### src/rtl/core/chki_ram.sv
`default_nettype none
module chki_ram #(
	parameter int WIDTH = 8,
	parameter int DEPTH = 16
) (
	input wire logic clk,
	input wire logic we,
	input wire logic [$clog2(DEPTH)-1:0] waddr,
	input wire logic [WIDTH-1:0] wdata,
	input wire logic [$clog2(DEPTH)-1:0] raddr,
	output logic [WIDTH-1:0] rdata
);
	logic [WIDTH-1:0] mem [DEPTH];
	always_ff @(posedge clk) begin
		if (we) mem[waddr] <= wdata;
		rdata <= mem[raddr];
	end
endmodule
`default_nettype wire

### config.mk
export PLATFORM = sky130hd
export DESIGN_NAME = chki_ram
export DESIGN_NICKNAME = d
export VERILOG_FILES = /design/src/rtl/core/chki_ram.sv
export SDC_FILE = /design/constraint.sdc
export NUM_CORES = 1
export LEC_CHECK = 0
export BUFFER_PORTS_ARGS = -buffer_cell sky130_fd_sc_hd__buf_2
export CORE_MARGIN = 4
export CORE_UTILIZATION = 60
export CTS_BUF_LIST = sky130_fd_sc_hd__clkbuf_4 sky130_fd_sc_hd__clkbuf_8
export DETAILED_ROUTE_END_ITERATION = 8
export PLACE_DENSITY = 0.87
export SYNTH_ARGS = -nofsm -noshare
export SYNTH_HDL_FRONTEND = slang
export SYNTH_SLANG_ARGS = --single-unit
### constraint.sdc
create_clock -name clk -period 2.95 [get_ports clk]
set_clock_uncertainty 0.15 [all_clocks]
set_input_delay 0.59 -clock clk [delete_from_list [all_inputs] [get_ports clk]]
set_output_delay 0.59 -clock clk [all_outputs]
set_load 0.05 [all_outputs]
Word-level counts from Yosys, hierarchy flattened
Memory sizes are Yosys's and may differ from the RTL's. A register that Yosys moved wholly into a read port is not among the register bits. Index checks and enable logic that the tools add are counted. Widths: inputs -> output; s select.

Flip-flop bits (word level): 0. Memory bits (writable): 128. Input port bits: 18. Output and inout port bits: 8. Word-level logic and storage cells: 3. Memories kept: 1.

Muxes and demuxes: 2.

Memories: mem (depth 16, width 8, rd ports 1, clocked after Yosys merged registers in 1, write ports 1, line 13) `logic [WIDTH-1:0] mem [DEPTH];`.

Operators with widths (count): $mux 1 (2).

Longest topological paths before layout
Gate-level depths: netlist of run 1.

Depth after elaboration: 2. Gate-level depth with buffers: 5. Gate-level depth less buffers: 3.

Least setup slack after synthesis of run 1
OpenSTA, ideal clock, no wires.

Path kind: in2reg. From: in waddr[2]. To: mem mem[0][0], enable pin. Setup time: 0.383 ns. Data arrival time: 1.700 ns. Required time: 2.417 ns. Slack: 0.717 ns. Stages on the path: 2. Path buffers: 0. Cell sequence: or3b_2 > nor3_1.

RTL lines: start, declared (line 8) `input wire logic [$clog2(DEPTH)-1:0] waddr,`; end, declared (line 13).

Straight into the memory's write port.

Final worst setup path of run 1
From: in waddr[2]. To: mem mem[1][2], enable pin.

Straight into the memory's write port.

==> flow_results.org, run 1 <==
** Finish
- For this run, the number of standard cells in the final layout without fillers is 397.
- The repair_antennas step left the layout with diodes totalling 0.
- Synthesis-to-finish area growth :: 13.47%
- Net count, final :: 297
- Of the cells placed in the final design, the portion with a size suffix greater than 1 is 31.16%.

** Synth
- Post-synth net total :: 247
- The Yosys step of the flow raised 0 warnings.
- Gate count of the mapped netlist :: 229
- Dividing the synthesized area by the synthesized cell count gives 22.48 um2.
- After synthesis, flip-flops and latches occupy 77.78% of the total area.
- The synthesized design spends more area on one cell type than any other, namely sky130_fd_sc_hd__edfxtp_1.
- Yosys mapped the design onto 19 distinct sky130hd cell types.
- In this run, synthesis produced a sequential element count of 136.
- The synthesized design devotes to its leading area cell type 74.67% of total area.
- Post-synthesis instance area :: 0.005147 mm2
- Leading cell types by total area after synthesis :: sky130_fd_sc_hd__edfxtp_1, sky130_fd_sc_hd__mux4_2, sky130_fd_sc_hd__mux4_1, sky130_fd_sc_hd__dfxtp_1, sky130_fd_sc_hd__a22oi_1

** STA
- Min setup slack post-route :: 998.7 ps
- For this run, the top clock speed supported by timing is 512.5 MHz.
- Final Slew Violations :: 0
- Setup repair after global routing left no endpoint under its margin.
- Number of setup violations in the final report :: 0
- In this run the tightest slew margin relative to its limit is 45.80%.
- In the finished design, the share of the clock period the worst path needs comes to 66.15%.
- At the pin with the least slew margin, the transition time is 810.0 ps.
- Final critical-path required period :: 1951 ps
- Setup TNS :: 0 ps
- The final count of hold timing violations is 0.
- Hold is met by 396.8 ps.

** GRT
- Number of global-route vias before repair :: 2592
- Maximum number of pins on one net before global-route repair :: 26
- The first global-routing pass estimated 15590 um of wire.
- Gr ovfl total :: 0
- All-Layer GR Usage :: 22.20%
- The number of antenna violations at the first check in global routing came to 0.

** Critical path
- STA puts the critical path data arrival time at 1850 ps.
- Startpoint Class :: input pin
- Start-to-end type of the worst setup path :: in -> reg
- Critical path required time :: 2850 ps
- Startpoint of the worst-slack reg-to-reg timing path :: mem[1][0]
- Origin of the worst setup path :: waddr[2]
- In this run the critical register-to-register path is captured at rdata[0].
- Largest fanout on the critical path :: 8
- For flop-to-flop paths, the worst setup slack is 1380 ps.
- Counting cells, the worst reg-to-reg path comes to 3.
- The worst setup path is captured at a flop.

** Floorplanning
- The initialized floorplan defines 33 standard-cell rows.
- Die Y-Extent :: 100.6 um
- Area of the die :: 0.01013 mm2
- The region available for standard cell placement spans 0.008299 mm2.
- From left edge to right edge, the die measures 100.6 um.
- Once the floorplan was initialized, standard cells occupied 62.02% of the core.
- 26 I/O pins were placed.

** Hold path
- Hold depth :: 1
- Hold path startpoint :: wdata[5]
- Capture endpoint of the worst hold path :: mem[3][5]
- Worst min-delay path category :: in -> reg

** Clock tree
- Worst skew pair latency :: 430 ps
- Post-CTS timing repair inserted 0 buffers for setup.
- Number of buffers added by the clock tree synthesis step :: 17
- Sinks on Clock Net :: 136
- Hold buffer count at cts :: 0
- The clock passes through at most 2 buffers.
- Cell at the root of the clock tree :: sky130_fd_sc_hd__clkbuf_8
- # resized after CTS :: 0
- Clock edge transition at the registers on the reported setup and hold paths :: 70 ps
- TritonCTS built the clock tree.
- H-Tree Depth :: 4

** Drt
- Via count normalized by instance count :: 6.275
- Remaining number of nets flagged by the antenna check after routing :: 0
- Violation count after the first detailed-routing iteration :: 359
- The first detailed-routing pass ran for 7 iterations.
- After detailed routing, the number of remaining DRC violations is 0.
- Number of vias after detailed routing :: 2491
- After detailed routing, the average wire length per cell comes to 25.39 um.
- Total Wirelength :: 10080 um

** Power
- For this design the static power due to leakage is 1.962 nW.
- Power spread over the standard cell area amounts to 664.6 mW/mm2.
- The worst-case IR drop observed on VDD is 335.3 uV.

** Placement
- Port buffer count :: 25
- Number of cells after detailed placement :: 365
- The congestion estimate from routability-driven global placement came to 0.7524.
- Placed wire-length estimate after detailed placement :: 6355 um
- DP Worst Slack :: 545.8 ps

** Job
- Number of maximum-capacitance violations :: 0

** Run status
- Outcome :: finished, final reports clean
[worst max path at each step]
stage                      to  slack, ps  depth (start not counted)
finish              mem[1][2]       1000                          3
global route         rdata[3]        900                          5
CTS                  rdata[3]        990                          5
detailed placement  mem[1][6]        550                          3
global placement    mem[1][6]        590                          3
floorplan           mem[0][0]        720                          2
[cell type report]
class	count	area, um2
Multi-Input combinational cell	83	1057
Timing Repair Buffer	41	257.7
Tap cell	105	131.4
Clock buffer	18	241.5
Clock inverter	14	148.9
Fill cell	451	2459
Sequential cell	136	4004
[registers in the layout, summed over array words and instances, names as in the netlist]
name,count
mem,128
rdata,8
[critical path: stages]
cell	delay, ps
sky130_fd_sc_hd__buf_2	120
sky130_fd_sc_hd__or3b_2	510
sky130_fd_sc_hd__nor2_1	640
[stage by stage]
stage	instance area [um2]	power [mW]	utilization, %
final	5841	3.882	70.38
after global routing	5841	4.029	70.38
after CTS	5841	3.903	70.38
after detailed placement	5450	2.456	65.67
after global placement	5450	2.445	65.67
after floorplan	5147	2.365	-
[logic make-up (layout without fill, tap and decap cells)]
| logic type | count (synthesis) | in the layout | share of synthesized area (%) |
|---|---|---|---|
| flops | 136 | 136 | 77.78 |
| mux | 32 | 32 | 15.02 |
| simple gates | 35 | 35 | 3.184 |
| buf+inv | 10 | 73 | 1.677 |
| compound gates | 16 | 16 | 2.334 |
[where the power goes]
group	total (mW)	switching (mW)	leakage (nW)	internal (mW)
clock	1.47	0.705	0.179	0.763
sequential	2.17	0.0148	1.22	2.16
combinational	0.242	0.157	0.559	0.0845
total	3.88	0.877	1.96	3.00
[layout by cell type (no fill, tap or decap), types with 2 or more instances in the layout]
| cell | n |
|---|---|
| sky130_fd_sc_hd__nor3_1 | 4 |
| sky130_fd_sc_hd__nand2_1 | 9 |
| sky130_fd_sc_hd__bufinv_16 | 2 |
| sky130_fd_sc_hd__buf_4 | 15 |
| sky130_fd_sc_hd__nor2_1 | 13 |
| sky130_fd_sc_hd__nand2b_1 | 2 |
| sky130_fd_sc_hd__clkinvlp_4 | 6 |
| sky130_fd_sc_hd__edfxtp_1 | 128 |
| sky130_fd_sc_hd__a22oi_1 | 16 |
| sky130_fd_sc_hd__inv_6 | 3 |
| sky130_fd_sc_hd__nand3b_1 | 2 |
| sky130_fd_sc_hd__clkbuf_8 | 17 |
| sky130_fd_sc_hd__mux4_1 | 14 |
| sky130_fd_sc_hd__mux4_2 | 18 |
| sky130_fd_sc_hd__dfxtp_1 | 8 |
| sky130_fd_sc_hd__buf_2 | 25 |
[Yosys cell counts]
library cell	n
sky130_fd_sc_hd__a22oi_1	16
sky130_fd_sc_hd__and2_1	1
sky130_fd_sc_hd__and2b_1	1
sky130_fd_sc_hd__buf_2	3
sky130_fd_sc_hd__buf_4	1
sky130_fd_sc_hd__buf_6	3
sky130_fd_sc_hd__clkdlybuf4s25_2	3
sky130_fd_sc_hd__dfxtp_1	8
sky130_fd_sc_hd__edfxtp_1	128
sky130_fd_sc_hd__mux4_1	14
sky130_fd_sc_hd__mux4_2	18
sky130_fd_sc_hd__nand2_1	9
sky130_fd_sc_hd__nand2b_1	2
sky130_fd_sc_hd__nand3_1	1
sky130_fd_sc_hd__nand3b_1	2
sky130_fd_sc_hd__nor2_1	13
sky130_fd_sc_hd__nor2b_1	1
sky130_fd_sc_hd__nor3_1	4
sky130_fd_sc_hd__or3b_2	1
[metal layers]
metal	vias up	track usage [%]	routed length (um)
met1	1252	30.72	3868
met2	150	34.13	5001
met5	-	0	0
met3	22	6.298	953
met4	0	8.394	255
li1	1067	-	-
(Power assumes the default switching activity.)
==> inputs of run 2 (changes only) <==
--- a/config.mk
+++ b/config.mk
@@ -7,7 +7,7 @@
 export LEC_CHECK = 0
 export BUFFER_PORTS_ARGS = -buffer_cell sky130_fd_sc_hd__buf_2
 export CORE_MARGIN = 4
-export CORE_UTILIZATION = 60
+export CORE_UTILIZATION = 57
 export CTS_BUF_LIST = sky130_fd_sc_hd__clkbuf_4 sky130_fd_sc_hd__clkbuf_8
 export DETAILED_ROUTE_END_ITERATION = 8
 export PLACE_DENSITY = 0.87
==> constraint.sdc (replaced) <==
create_clock -name clk -period 1.7 [get_ports clk]
set_clock_uncertainty 0.15 [all_clocks]
set_input_delay 0.34 -clock clk [delete_from_list [all_inputs] [get_ports clk]]
set_output_delay 0.34 -clock clk [all_outputs]
set_load 0.05 [all_outputs]
==> flow_results.org, run 2 (synthesized netlist as in run 1, its figures left out) <==
** Run status
- Outcome :: finished, final reports clean

** Clock tree
- # resized after CTS :: 0
- In this run the deepest clock path goes through 2 buffers.
- Number of buffers added by the clock tree synthesis step :: 17
- The clock tree synthesis step divided the H-tree into 4 levels.
- Cell at the root of the clock tree :: sky130_fd_sc_hd__clkbuf_8
- The later pin in the worst-skew pair is clocked with a latency of 420 ps.
- Post-CTS Repair Setup Buffers :: 0
- Clock edge transition at the registers on the reported setup and hold paths :: 80 ps
- The number of hold buffers added after CTS was 0.
- TritonCTS built the clock tree.
- The clock drives 136 sinks.

** Critical path
- In this run the critical register-to-register path is launched from mem[8][3].
- CP cell instances :: buf_2
- Highest-delay cell along the critical path :: sky130_fd_sc_hd__dfxtp_1
- Kind of cell with the highest combined delay on the critical path :: flip-flops
- Counting cells, the worst reg-to-reg path comes to 3.
- Along the worst path, the maximum fanout reaches 1.
- In this design, the stage delay of the slowest critical-path cell is 350 ps.
- The worst setup path is of the reg -> out kind.
- For the worst setup path, the data required time is 1210 ps.
- Together, buffers and inverters on the worst path number 1.
- The endpoint identified for the worst register-to-register timing path is rdata[3].
- STA classifies the critical path endpoint as a primary output.
- Startpoint Class :: flop
- Slack of the worst reg-to-reg path :: 210 ps
- STA puts the critical path data arrival time at 1050 ps.

** Drt
- Dividing the detail-routed via count by the number of cells gives 5.973.
- Once detail routing completed, the nets flagged for antenna violations numbered 0.
- The first detailed-routing pass ran for 4 iterations.
- Violation count after the first detailed-routing iteration :: 156
- The routed layout has 2437 vias.
- Routed WL per cell :: 22.91 um
- Remaining routing DRC violations :: 0
- Summed over all layers, the routed wires come to 9346 um.

** Finish
- Cells with a size suffix above 1 make up 33.67% of the layout.
- Number of flip-flops in the largest register :: 128
- For this run, the number of standard cells in the final layout without fillers is 408.
- The largest registers in the layout are mem (128), rdata (8).
- Compared with the post-synthesis result, the final layout area differs by 15.65%.
- The repair_antennas step left the layout with diodes totalling 0.
- Once layout is done, the placed cells without fillers occupy 0.005953 mm2.
- In the final layout, the multi-input gates occupy 0.001062 mm2.
- Register with the most flip-flops :: mem
- Most frequent cells in the layout :: sky130_fd_sc_hd__edfxtp_1, sky130_fd_sc_hd__buf_2, sky130_fd_sc_hd__buf_4
- Leading cell type in the layout, fill and taps excluded :: sky130_fd_sc_hd__edfxtp_1
- Reg area :: 0.004004 mm2
- Net count, final :: 305
- Fill cells :: 509

** STA
- Measured slew at the worst slew-check pin :: 747.9 ps
- Hold Violations, Final :: 0
- Setup repair after global routing left no endpoint under its margin.
- Final Slew Violations :: 0
- Fraction of the cycle the final worst path needs :: 90.51%
- Setup violations remaining at the end of the flow were counted as 0.
- The worst pin sits at a relative slew slack of 49.96%.
- The routed design could run at a clock period as short as 1539 ps.
- Max frequency :: 649.9 MHz

** Power
- Leakage power :: 2.032 nW
- Power per cell area :: 1153 mW/mm2
- Peak VDD IR :: 503.7 uV
- Final total power :: 6.863 mW

** Hold path
- The startpoint identified for the worst hold timing path is wdata[6].
- Along the worst hold path, the cell count comes to 1.
- The path class of the tightest hold or removal check is in -> reg.
- Capture endpoint of the worst hold path :: mem[4][6]

** Floorplanning
- Once the floorplan was initialized, standard cells occupied 58.74% of the core.
- After floorplanning, the core was sized to cover 0.008763 mm2.
- The die covers 0.01062 mm2.
- Core Rows :: 34
- Width of the die :: 103.0 um
- In this run the vertical extent of the chip is 103.0 um.
- During I/O placement, the number of pins put on the boundary was 26.

** GRT
- Global routing consumed, over all layers together, 19.67% of the routing resources.
- Entering global routing, the biggest net connects 21 pins.
- The number of antenna violations at the first check in global routing came to 0.
- Global-route wire length before repair :: 14470 um
- The total overflow left after global routing is 0.
- Number of global-route vias before repair :: 2492

** Placement
- The congestion estimate from routability-driven global placement came to 0.7532.
- Placed standard-cell area :: 0.005544 mm2
- Buffers placed on the I/O ports in this run total 25.
- Summed over all nets, the half-perimeter wirelength after detailed placement is 6215 um.
- Counting tap cells, the placed design contains a total of 376 instances.

** Job
- Number of maximum-capacitance violations :: 0
[run 2: changes by cell type in the layout (fill, tap and decap cells not counted), moves of 2 or more]
| cell | before | now |
|---|---|---|
| sky130_fd_sc_hd__buf_4 | 15 | 21 |
| sky130_fd_sc_hd__clkinv_2 | 1 | 4 |
| sky130_fd_sc_hd__buf_12 | 1 | 3 |
| sky130_fd_sc_hd__clkinvlp_4 | 6 | 4 |
[run 2: per-stage QoR]
step                      worst slack (ps)  utilization [%]  TNS [ps]  hold slack (ps)
after floorplan                     -56.15                -     -1663            288.9
after CTS                            137.3            67.93         0            127.9
after global routing                 108.5            67.93         0            130.4
after detailed placement            -223.4            63.26     -2209            520.9
after global placement              -168.7            63.26     -1448            499.2
final                                161.4            67.93         0            154.5
[run 2: power breakdown]
part	leakage, nW	switching [mW]	internal [mW]
clock	0.199	1.21	1.45
sequential	1.22	0.0238	3.74
combinational	0.610	0.268	0.162
total	2.03	1.50	5.36
[run 2: area by class of cell]
class | count | share of cell area (%)
flip-flops and latches | 136 | 67.26
multi-input cells | 83 | 17.84
repair buffers | 49 | 5.759
clock buffers | 17 | 3.930
clock inverters | 15 | 2.942
well taps | 108 | 2.270
[run 2: how the worst max path moves through the flow]
stage                     startpoint        end  slack, ps  depth (start not counted)
after floorplan             waddr[2]  mem[3][0]        -60                          2
after global placement      raddr[0]   rdata[1]       -170                          6
after detailed placement    raddr[0]   rdata[1]       -220                          6
after CTS                   rdata[7]   rdata[7]        140                          1
after global routing       mem[9][3]   rdata[3]        110                          3
final                       rdata[7]   rdata[7]        160                          1
[run 2: metal layers]
layer	vias up	routed length, um	global-route usage (%)
met5	-	0	0
met4	0	91	5.677
met3	7	720	5.751
met2	101	4812	32.02
met1	1241	3722	26.22
li1	1088	-	-
